## config.mk

```make
export PLATFORM = sky130hd
export DESIGN_NAME = affine_cipher_char
export DESIGN_NICKNAME = d
export VERILOG_FILES = /design/src/aff_pkg.sv /design/src/aff_front.sv /design/src/aff_queue.sv /design/src/aff_back.sv /design/src/affine_cipher_char.sv
export SDC_FILE = /design/constraint.sdc
export NUM_CORES = 1
export LEC_CHECK = 0
export BUFFER_PORTS_ARGS = -buffer_cell sky130_fd_sc_hd__buf_2
export CAP_MARGIN = 20
export CORE_ASPECT_RATIO = 0.8
export CORE_UTILIZATION = 55
export CTS_BUF_LIST = sky130_fd_sc_hd__clkbuf_4 sky130_fd_sc_hd__clkbuf_8
export DETAILED_ROUTE_END_ITERATION = 10
export PLACE_DENSITY = 0.75
export SLEW_MARGIN = 25
export SYNTH_ARGS = -nofsm -noshare
export SYNTH_HDL_FRONTEND = slang
export SYNTH_HIERARCHICAL = 1
export SYNTH_SLANG_ARGS = --single-unit
```

## constraint.sdc

```tcl
create_clock -name clk -period 10.35 [get_ports clk]
set_clock_uncertainty 0.15 [all_clocks]
set_input_delay 1.035 -clock clk [delete_from_list [all_inputs] [get_ports clk]]
set_output_delay 1.035 -clock clk [all_outputs]
set_load 0.005 [all_outputs]
```

## src/aff_pkg.sv

```systemverilog
// Shared types, constants and mod-26 helpers for the affine character cipher.
// Used by every module of the block; depends on nothing.
package aff_pkg;

	localparam int CHAR_W      = 7;
	localparam int IDX_W       = 5;
	localparam int MKEY_W      = 8;
	localparam int SKEY_W      = 5;
	localparam int CFG_IDX_W   = 2;
	localparam int CFG_DATA_W  = 8;
	localparam int QUEUE_DEPTH = 2;

	localparam logic [CFG_IDX_W-1:0] REG_MULT_KEY  = 2'd0;
	localparam logic [CFG_IDX_W-1:0] REG_SHIFT_KEY = 2'd1;
	localparam logic [CFG_IDX_W-1:0] REG_DIRECTION = 2'd2;

	localparam logic DIR_ENCRYPT = 1'b0;
	localparam logic DIR_DECRYPT = 1'b1;

	localparam logic [CHAR_W-1:0] UPPER_A = 7'h41;
	localparam logic [CHAR_W-1:0] UPPER_Z = 7'h5A;
	localparam logic [CHAR_W-1:0] LOWER_A = 7'h61;
	localparam logic [CHAR_W-1:0] LOWER_Z = 7'h7A;

	localparam logic [IDX_W-1:0] ALPHA_LEN   = 5'd26;
	localparam logic [IDX_W-1:0] NO_INV_RES  = 5'd13;
	localparam logic [SKEY_W-1:0] SHIFT_MAX  = 5'd25;

	// x mod 26 for x < 1664: reciprocal estimate, then one correction
	localparam logic [8:0] MOD_RECIP = 9'd315;
	localparam int         MOD_SHIFT = 13;

	typedef struct packed {
		logic [CHAR_W-1:0] chr;
		logic              letter;
		logic              upper;
		logic [IDX_W-1:0]  idx;
	} entry_t;

	typedef struct packed {
		logic              err;
		logic              dir;
		logic [IDX_W-1:0]  a_mod;
		logic [IDX_W-1:0]  a_inv;
		logic [SKEY_W-1:0] shift;
	} key_t;

	function automatic logic [IDX_W-1:0] mod26(input logic [10:0] x);
		logic [19:0] p;
		logic [5:0]  q;
		logic [10:0] r;
		p = 20'(x) * 20'(MOD_RECIP);
		q = p[MOD_SHIFT+5:MOD_SHIFT];
		r = x - 11'(q) * 11'(ALPHA_LEN);
		if (r >= 11'(ALPHA_LEN)) begin
			r = r - 11'(ALPHA_LEN);
		end
		return r[IDX_W-1:0];
	endfunction

	// inverse mod 26 of an odd residue, indexed by residue >> 1
	function automatic logic [IDX_W-1:0] inv26(input logic [3:0] h);
		logic [IDX_W-1:0] v;
		case (h)
			4'd0:    v = 5'd1;
			4'd1:    v = 5'd9;
			4'd2:    v = 5'd21;
			4'd3:    v = 5'd15;
			4'd4:    v = 5'd3;
			4'd5:    v = 5'd19;
			4'd6:    v = 5'd0;
			4'd7:    v = 5'd7;
			4'd8:    v = 5'd23;
			4'd9:    v = 5'd11;
			4'd10:   v = 5'd5;
			4'd11:   v = 5'd17;
			4'd12:   v = 5'd25;
			default: v = 5'd0;
		endcase
		return v;
	endfunction

endpackage

```

## src/aff_front.sv

```systemverilog
// Front end: accepts characters and classifies them (letter, case, index).
// Depends on aff_pkg; feeds aff_queue.
module aff_front (
	input  logic                      in_valid,
	output logic                      in_ready,
	input  logic [aff_pkg::CHAR_W-1:0] char_in,
	input  logic                      q_full,
	output logic                      q_push,
	output aff_pkg::entry_t           q_entry
);

	logic is_upper;
	logic is_lower;

	assign is_upper = (char_in >= aff_pkg::UPPER_A) && (char_in <= aff_pkg::UPPER_Z);
	assign is_lower = (char_in >= aff_pkg::LOWER_A) && (char_in <= aff_pkg::LOWER_Z);

	assign in_ready = !q_full;
	assign q_push   = in_valid && !q_full;

	always_comb begin
		q_entry.chr    = char_in;
		q_entry.letter = is_upper || is_lower;
		q_entry.upper  = is_upper;
		if (is_upper) begin
			q_entry.idx = aff_pkg::IDX_W'(char_in - aff_pkg::UPPER_A);
		end else begin
			q_entry.idx = aff_pkg::IDX_W'(char_in - aff_pkg::LOWER_A);
		end
	end

endmodule

```

## src/aff_queue.sv

```systemverilog
// Short queue of classified characters between front and back.
// Depends on aff_pkg for the entry type.
module aff_queue #(
	parameter int DEPTH = aff_pkg::QUEUE_DEPTH
) (
	input  logic            clk,
	input  logic            arst_n,
	input  logic            push,
	input  aff_pkg::entry_t wr_entry,
	output logic            full,
	input  logic            pop,
	output logic            not_empty,
	output aff_pkg::entry_t rd_entry
);

	localparam int PTR_W = (DEPTH > 1) ? $clog2(DEPTH) : 1;
	localparam int CNT_W = $clog2(DEPTH + 1);
	localparam logic [PTR_W-1:0] PTR_LAST = PTR_W'(DEPTH - 1);

	aff_pkg::entry_t   mem_q [DEPTH];
	logic [PTR_W-1:0] wr_ptr_q;
	logic [PTR_W-1:0] rd_ptr_q;
	logic [CNT_W-1:0] count_q;
	logic             do_push;
	logic             do_pop;

	assign full      = (count_q == CNT_W'(DEPTH));
	assign not_empty = (count_q != '0);
	assign do_push   = push && !full;
	assign do_pop    = pop && not_empty;
	assign rd_entry  = mem_q[rd_ptr_q];

	always_ff @(posedge clk) begin
		if (do_push) begin
			mem_q[wr_ptr_q] <= wr_entry;
		end
	end

	always_ff @(posedge clk or negedge arst_n) begin
		if (!arst_n) begin
			wr_ptr_q <= '0;
			rd_ptr_q <= '0;
			count_q  <= '0;
		end else begin
			if (do_push) begin
				wr_ptr_q <= (wr_ptr_q == PTR_LAST) ? '0 : wr_ptr_q + PTR_W'(1);
			end
			if (do_pop) begin
				rd_ptr_q <= (rd_ptr_q == PTR_LAST) ? '0 : rd_ptr_q + PTR_W'(1);
			end
			case ({do_push, do_pop})
				2'b10:   count_q <= count_q + CNT_W'(1);
				2'b01:   count_q <= count_q - CNT_W'(1);
				default: count_q <= count_q;
			endcase
		end
	end

endmodule

```

## src/aff_back.sv

```systemverilog
// Back end: multiply stage, then mod-26 and output register.
// Depends on aff_pkg; drains aff_queue and drives the result channel.
module aff_back (
	input  logic                       clk,
	input  logic                       arst_n,
	input  aff_pkg::key_t              key,
	input  logic                       q_not_empty,
	input  aff_pkg::entry_t            q_entry,
	output logic                       q_pop,
	output logic                       out_valid,
	input  logic                       out_ready,
	output logic [aff_pkg::CHAR_W-1:0] char_out,
	output logic                       key_error
);

	logic                       valid_s1;
	logic [aff_pkg::CHAR_W-1:0] chr_s1;
	logic                       map_s1;
	logic                       upper_s1;
	logic                       err_s1;
	logic [10:0]                prod_s1;

	logic                       valid_s2;
	logic [aff_pkg::CHAR_W-1:0] chr_s2;
	logic                       err_s2;

	logic                       adv_s2;
	logic                       adv_s1;
	logic [aff_pkg::IDX_W-1:0]  mul_a;
	logic [5:0]                 mul_b;
	logic [aff_pkg::SKEY_W-1:0] add_c;
	logic [aff_pkg::IDX_W-1:0]  res;
	logic [aff_pkg::CHAR_W-1:0] base;

	assign adv_s2 = !valid_s2 || out_ready;
	assign adv_s1 = !valid_s1 || adv_s2;
	assign q_pop  = q_not_empty && adv_s1;

	always_comb begin
		if (key.dir == aff_pkg::DIR_DECRYPT) begin
			mul_a = key.a_inv;
			mul_b = 6'(q_entry.idx) + 6'(aff_pkg::ALPHA_LEN) - 6'(key.shift);
			add_c = '0;
		end else begin
			mul_a = key.a_mod;
			mul_b = 6'(q_entry.idx);
			add_c = key.shift;
		end
	end

	always_ff @(posedge clk) begin
		if (adv_s1) begin
			chr_s1   <= q_entry.chr;
			map_s1   <= q_entry.letter && !key.err;
			upper_s1 <= q_entry.upper;
			err_s1   <= key.err;
			prod_s1  <= 11'(mul_a) * 11'(mul_b) + 11'(add_c);
		end
	end

	assign res  = aff_pkg::mod26(prod_s1);
	assign base = upper_s1 ? aff_pkg::UPPER_A : aff_pkg::LOWER_A;

	always_ff @(posedge clk) begin
		if (adv_s2) begin
			chr_s2 <= map_s1 ? (base + aff_pkg::CHAR_W'(res)) : chr_s1;
			err_s2 <= err_s1;
		end
	end

	always_ff @(posedge clk or negedge arst_n) begin
		if (!arst_n) begin
			valid_s1 <= 1'b0;
			valid_s2 <= 1'b0;
		end else begin
			if (adv_s1) begin
				valid_s1 <= q_not_empty;
			end
			if (adv_s2) begin
				valid_s2 <= valid_s1;
			end
		end
	end

	assign out_valid = valid_s2;
	assign char_out  = chr_s2;
	assign key_error = err_s2;

endmodule

```

## src/affine_cipher_char.sv

```systemverilog
// Top level of the affine character cipher: key registers, key check, and
// the front / queue / back chain. Depends on aff_pkg, aff_front, aff_queue, aff_back.
//
//   channel   signals                                  handshake
//   input     char_in                                  in_valid / in_ready
//   result    char_out, key_error                      out_valid / out_ready
//   config    cfg_index, cfg_data                      cfg_we (no wait)
//
// One character per cycle sustained while out_ready stays high; each accepted
// character passes queue write, multiply stage, mod-26 into the output register.
// arst_n clears the keys to a=1, b=0, encrypt, and empties the queue and stages.
// A stalled result holds the back stages; the front keeps taking items until
// the queue fills, then drops in_ready.
module affine_cipher_char #(
	parameter int QUEUE_DEPTH = aff_pkg::QUEUE_DEPTH
) (
	input  logic                           clk,
	input  logic                           arst_n,
	input  logic                           in_valid,
	output logic                           in_ready,
	input  logic [aff_pkg::CHAR_W-1:0]     char_in,
	output logic                           out_valid,
	input  logic                           out_ready,
	output logic [aff_pkg::CHAR_W-1:0]     char_out,
	output logic                           key_error,
	input  logic                           cfg_we,
	input  logic [aff_pkg::CFG_IDX_W-1:0]  cfg_index,
	input  logic [aff_pkg::CFG_DATA_W-1:0] cfg_data
);

	logic [aff_pkg::MKEY_W-1:0] mult_key_q;
	logic [aff_pkg::SKEY_W-1:0] shift_key_q;
	logic                       direction_q;

	aff_pkg::key_t   key;
	aff_pkg::entry_t push_entry;
	aff_pkg::entry_t pop_entry;
	logic            q_full;
	logic            q_push;
	logic            q_pop;
	logic            q_not_empty;

	always_ff @(posedge clk or negedge arst_n) begin
		if (!arst_n) begin
			mult_key_q  <= aff_pkg::MKEY_W'(1);
			shift_key_q <= '0;
			direction_q <= aff_pkg::DIR_ENCRYPT;
		end else if (cfg_we) begin
			case (cfg_index)
				aff_pkg::REG_MULT_KEY:  mult_key_q  <= cfg_data[aff_pkg::MKEY_W-1:0];
				aff_pkg::REG_SHIFT_KEY: shift_key_q <= cfg_data[aff_pkg::SKEY_W-1:0];
				aff_pkg::REG_DIRECTION: direction_q <= cfg_data[0];
				default: ;
			endcase
		end
	end

	always_comb begin
		key.a_mod = aff_pkg::mod26(11'(mult_key_q));
		key.a_inv = aff_pkg::inv26(key.a_mod[4:1]);
		key.shift = shift_key_q;
		key.dir   = direction_q;
		key.err   = (mult_key_q == '0) || (shift_key_q > aff_pkg::SHIFT_MAX)
		         || !key.a_mod[0] || (key.a_mod == aff_pkg::NO_INV_RES);
	end

	aff_front u_front (
		.in_valid (in_valid),
		.in_ready (in_ready),
		.char_in  (char_in),
		.q_full   (q_full),
		.q_push   (q_push),
		.q_entry  (push_entry)
	);

	aff_queue #(
		.DEPTH (QUEUE_DEPTH)
	) u_queue (
		.clk       (clk),
		.arst_n    (arst_n),
		.push      (q_push),
		.wr_entry  (push_entry),
		.full      (q_full),
		.pop       (q_pop),
		.not_empty (q_not_empty),
		.rd_entry  (pop_entry)
	);

	aff_back u_back (
		.clk         (clk),
		.arst_n      (arst_n),
		.key         (key),
		.q_not_empty (q_not_empty),
		.q_entry     (pop_entry),
		.q_pop       (q_pop),
		.out_valid   (out_valid),
		.out_ready   (out_ready),
		.char_out    (char_out),
		.key_error   (key_error)
	);

endmodule
```

[Yosys cells after proc, flatten, opt, wreduce, memory -nomap -nowiden]
Memories as Yosys holds them, arrays and structs flattened.
Index checks and enable logic that the tools add are counted.
Cells by class
  $add $sub $neg: 14
  multipliers: 5
  div/mod/pow operators: 0
  $lt $le $gt $ge: 7
  equality and inequality tests: 6
  shifts and indexed selects: 0
  muxes and demuxes: 13
  bitwise operators: 0
  reduce and logical (&&, ||, !) cells: 25
Operators with widths (number)
  $mux W5: 5
  $ge A11 B5 Y1 const B: 2
  $mul A11 B9 Y19 const B: 1
  $mul A8 B9 Y17 const B: 1
  $ge A7 B7 Y1 const B: 2
  $le A7 B7 Y1 const B: 2
  $mux W6: 2
  $add A11 B5 Y11: 1
  $mul A5 B6 Y11: 1
  $sub A11 B11 Y11: 1
  $mul A6 B4 Y10 const B: 1
  $sub A5 B1 Y5 const B: 2
  $sub A8 B9 Y10: 1
  $logic_not A8 Y1: 1
  $mul A4 B4 Y8 const B: 1
  $add A7 B5 Y7: 1
  $logic_and A1 B1 Y1: 7
  $mux W7: 1
  $add A5 B5 Y6 const B: 1
  $eq A2 B2 Y1 const B: 3
  $logic_or A1 B1 Y1: 6
  $reduce_and A2 Y1: 3
  $sub A6 B5 Y6: 1
  $eq A5 B4 Y1 const B: 1
  other kinds (12): 22
Word-level totals
  register bits after elaboration: 49
  bits in latches: 0
  memory bits (writable): 28
  memory bits (read-only): 80
  bits of input ports: 22
  output and inout bits: 10
  word-level logic and storage cells: 87
  memories kept: 2
Memories
  (no name shown): words 16, bits a word 5, rd ports 1, clocked after Yosys merged registers in 0, wr ports 0, RTL line aff_pkg.sv:64  | case (h)
  u_queue.mem_q: words 2, bits a word 14, rd ports 1, clocked after Yosys merged registers in 0, wr ports 1, RTL line aff_queue.sv:20  | aff_pkg::entry_t mem_q [DEPTH];

[Depth between registers and ports, before layout]
  word-level depth: 10
  mapped depth: 49
  mapped depth without buffers: 49

[Cells and area by module]
Netlist, hierarchy kept.
Modules (own cells, without submodules)
  aff_back: instances 1, cells each 578, area each 5385.2 µm², seq. area each 920.9 µm²
  affine_cipher_char: instances 1, cells each 277, area each 2573.7 µm², seq. area each 351.6 µm²
  aff_queue: instances 1, cells each 62, area each 1213.7 µm², seq. area each 940.9 µm²
  aff_front: instances 1, cells each 31, area each 232.7 µm², seq. area each 0.0 µm²

[Worst setup path before layout]
No wires, ideal clock.
  kind: flip-flop to flip-flop
  start point: register mult_key_q[2] (netlist bit)
  end point: register u_back.prod_s1[10] (data pin)
  arrival: 10201 ps
  slack: -263 ps
  stages on the path, launching flop included: 48
  cells stage by stage: dfrtp_1 > inv_1 > fa_1 > inv_1 > ha_1 > fa_1 > inv_1 > fa_1 > inv_1 > ha_1 > nand2_1 > nor2_1 > a211oi_1 > o21ai_0 > a21o_1 > a21oi_1 > o21bai_1 > xor2_1 > [12 not listed] > xor2_2 > nor2_1 > a211oi_1 > mux2i_1 > or2_2 > fa_1 > fa_1 > fa_1 > inv_1 > ha_1 > a21oi_1 > nor2_1 > nor2_1 > o21bai_1 > a21oi_1 > o21bai_1 > a21oi_1 > xor2_1
RTL lines
  from (decl): RTL line affine_cipher_char.sv:31  | logic [aff_pkg::MKEY_W-1:0] mult_key_q;
  from (signal assigned): RTL line affine_cipher_char.sv:45  | mult_key_q <= aff_pkg::MKEY_W'(1);
  from (signal assigned): RTL line affine_cipher_char.sv:50  | aff_pkg::REG_MULT_KEY: mult_key_q <= cfg_data[aff_pkg::MKEY_W-1:0];
  to (signal assigned): RTL line aff_back.sv:57  | prod_s1 <= 11'(mul_a) * 11'(mul_b) + 11'(add_c);
  to (decl): RTL line aff_back.sv:21  | logic [10:0] prod_s1;

==> flow_summary_export.csv <==
group,metric,value,unit
run_status,status,"finished with violations",
run_status,failed_checks,"negative setup slack",
routing,num_vias,6911,
cts,cts_tree,"built",
final_layout,finish.utilization,67.10,%
floorplanning,rows,42,
final_layout,fin_nets,1313,
grt,grt_overflow,0,
routing,drc,0,
flow_run,drv_cap,0,
floorplanning,io_pins,32,
critical_path,critPathKind,"flip-flop to flip-flop",
placement,portBuffers,31,
critical_path,critPathRequiredTime,10320,ps
routing,postRouteAntennaNets,0,
final_layout,drive_gt1_share,23.22,%
logic_synthesis,ys.flop_type,"edfxtp_1",
logic_synthesis,ys_seq_area_share,23.53,%
critical_path,critical_path_buf_inv_count,7,
cts,numCtsBuffers,9,
logic_synthesis,yosys_warnings,6,
critical_path,cp_top_family,"adder cells",
final_layout,syn2layout_area_growth,18.85,%
worst_hold_path,hold_path_class,"flip-flop to flip-flop",
timing,fin_crit_sh,103.2,%
grt,grt_pass1_vias,6906,
timing,relSlewSlack,30.12,%
logic_synthesis,synthArstFlopShare,25.97,%
routing,routed_via_density,5.420,
routing,wl_per_cell,16.12,um
grt,grt_pass1_wl,32.58,mm
floorplanning,die_y,119.0,um
placement,place_area,10280,sq um
timing,fin_ws,-328.1,ps
floorplanning,dieArea,17630,sq um
routing,wirelength,20.56,mm
final_layout,final_common_cell,"inv_1",
cts,insertion_delay,380,ps
logic_synthesis,synthCells,948,
critical_path,slowest_stage,"fa_1",
grt,grt.total_usage,23.40,%
routing,firstDrtPassIters,4,
timing,slew_violations,0,
logic_synthesis,synth_cell_type_count,76,
routing,first_iter_violations,392,
logic_synthesis,syn-cell-area,9405,sq um
cts,clk_path_buf_depth,2,
timing,fmax,93.65,MHz
logic_synthesis,synth_edf_count,57,
logic_synthesis,avgSynthCellArea,9.921,sq um
cts,clk_pin_slew_worst_paths,100,ps
critical_path,endpoint_kind,"flip-flop",
logic_synthesis,synth_nets,1211,
final_layout,finalInstanceArea,11180,sq um
placement,place_hpwl,15.03,mm
timing,hold_violations,0,
critical_path,rrSetupSlack,-330,ps
timing,final-setup-viol-count,4,
placement,gp_congestion,0.9018,
timing,fin_crit,10680,ps
grt,grt_max_degree,25,
final_layout,final_cell_mix,"181 x inv_1, 150 x ha_1, 69 x buf_4",
critical_path,cp_max_fo,5,
critical_path,worst-endpoint-arrival,10650,ps
critical_path,cp-start-kind,"flip-flop",
cts,cts_max_level,3,
grt,antenna_found_initial,0,
critical_path,slowest_delay,640,ps
logic_synthesis,ys_ff_latch,77,
floorplanning,core-area,16660,sq um
timing,rsz0062_at_grt,"yes",
floorplanning,dieWidth,148.2,um
timing,max_slew.worst_pin.slew,1037,ps
cts,clock-root-buffer,"clkbuf_8",
final_layout,num_antenna_cells,0,
floorplanning,start_util,56.46,%
cts,numClockSinks,77,
## flip-flops by register name (all words and copies together), names as in the netlist
register	flops
u_queue/rd_ptr_q	1
direction_q	1
u_queue/mem_q	28
u_back/chr_s1	7
u_queue/count_q	2
shift_key_q	5
u_back/err_s1	1
u_queue/wr_ptr_q	1
u_back/char_out	7
u_back/map_s1	1
u_back/upper_s1	1
u_back/out_valid	1
u_back/prod_s1	11
u_back/valid_s1	1
u_back/key_error	1
mult_key_q	8
## stage by stage
stage / TNS, ps / hold slack (ps) / setup slack [ps] / cells
finish: -887.1 / 274.3 / -328.1 / 1275
global route: -3292 / 286.1 / -781.5 / 1275
CTS: -249.0 / 272.2 / -146.8 / 1268
detailed placement: -1390 / 263.5 / -451.9 / 1241
global placement: -274.4 / 261.6 / -153.5 / 1241
floorplan: 0 / 250.3 / 8.224 / 948
## what timing repair did
item	4_1_cts	5_1_grt
setup buffers	11	7
hold buffers	0	0
gates resized for setup	47	46
setup endpoints to repair	6	7
pin swaps	58	58
## worst paths after layout
path,startpoint,depth (start not counted),endpoint
max in group asynchronous,arst_n,1,mult_key_q[5]
hold reg to reg,u_back/err_s1,0,u_back/key_error
min in group asynchronous,arst_n,1,mult_key_q[6]
setup reg to reg,mult_key_q[7],49,u_back/prod_s1[10]
setup / recovery,mult_key_q[7],49,u_back/prod_s1[10]
hold / removal,u_back/err_s1,0,u_back/key_error
## Yosys cell counts (all sizes together), types with 6 or more instances
library cell / number / area, sq um
xor2: 22 / 200.2
nor2b: 12 / 75.07
a21o: 16 / 120.1
nor2: 55 / 214.0
dfrtp: 19 / 475.5
nand3: 9 / 45.04
edfxtp: 57 / 1712
o211ai: 7 / 57.55
nand2b: 17 / 106.4
clkbuf: 6 / 22.52
fa: 71 / 1421
xnor2: 31 / 279.0
o21bai: 7 / 52.55
a21oi: 42 / 210.2
inv: 192 / 720.7
o21ai: 31 / 155.1
nor3: 7 / 35.03
mux2: 25 / 281.5
ha: 170 / 2127
mux2i: 11 / 122.6
and2: 6 / 40.04
buf: 11 / 80.07
nand2: 46 / 180.2
and3: 7 / 43.79
## cell type report
type	count	area (sq um)
Sequential cell	77	2217
Inverter	192	720.7
Clock inverter	7	102.6
Timing Repair Buffer	108	772.0
Tap cell	220	275.3
Fill cell	1200	5480
Clock buffer	9	123.9
Multi-Input combinational cell	662	6967
## layer usage
layer	up-vias	share of wire, %	track usage [%]
li1	3387	-	-
met3	26	4.7	3.602
met5	-	0	0
met2	160	47	38.03
met1	3338	47	33.02
met4	0	1.3	4.897
## worst reg2reg max path, delay by kind of cell, from the launching register on
kind,cells,cell delay (ps)
xor gates and xnor gates,5,910
DFF,1,470
and+or+nand+nor,6,530
adders and majority gates,13,4780
buffers and inverters,7,800
muxes,1,110
AOI/OAI and AO/OA,17,2660
## cells by family after synthesis
family,share of synthesized area [%]
DFF,23.53
AOI/OAI and AO/OA,10.58
xor gates and xnor gates,5.095
muxes,4.297
buffers and inverters,8.753
adders and majority gates,37.73
and+or+nand+nor,10.02
Power is not shown: default switching activity piles up to over one toggle a cycle in this logic, so the estimate is an artifact.
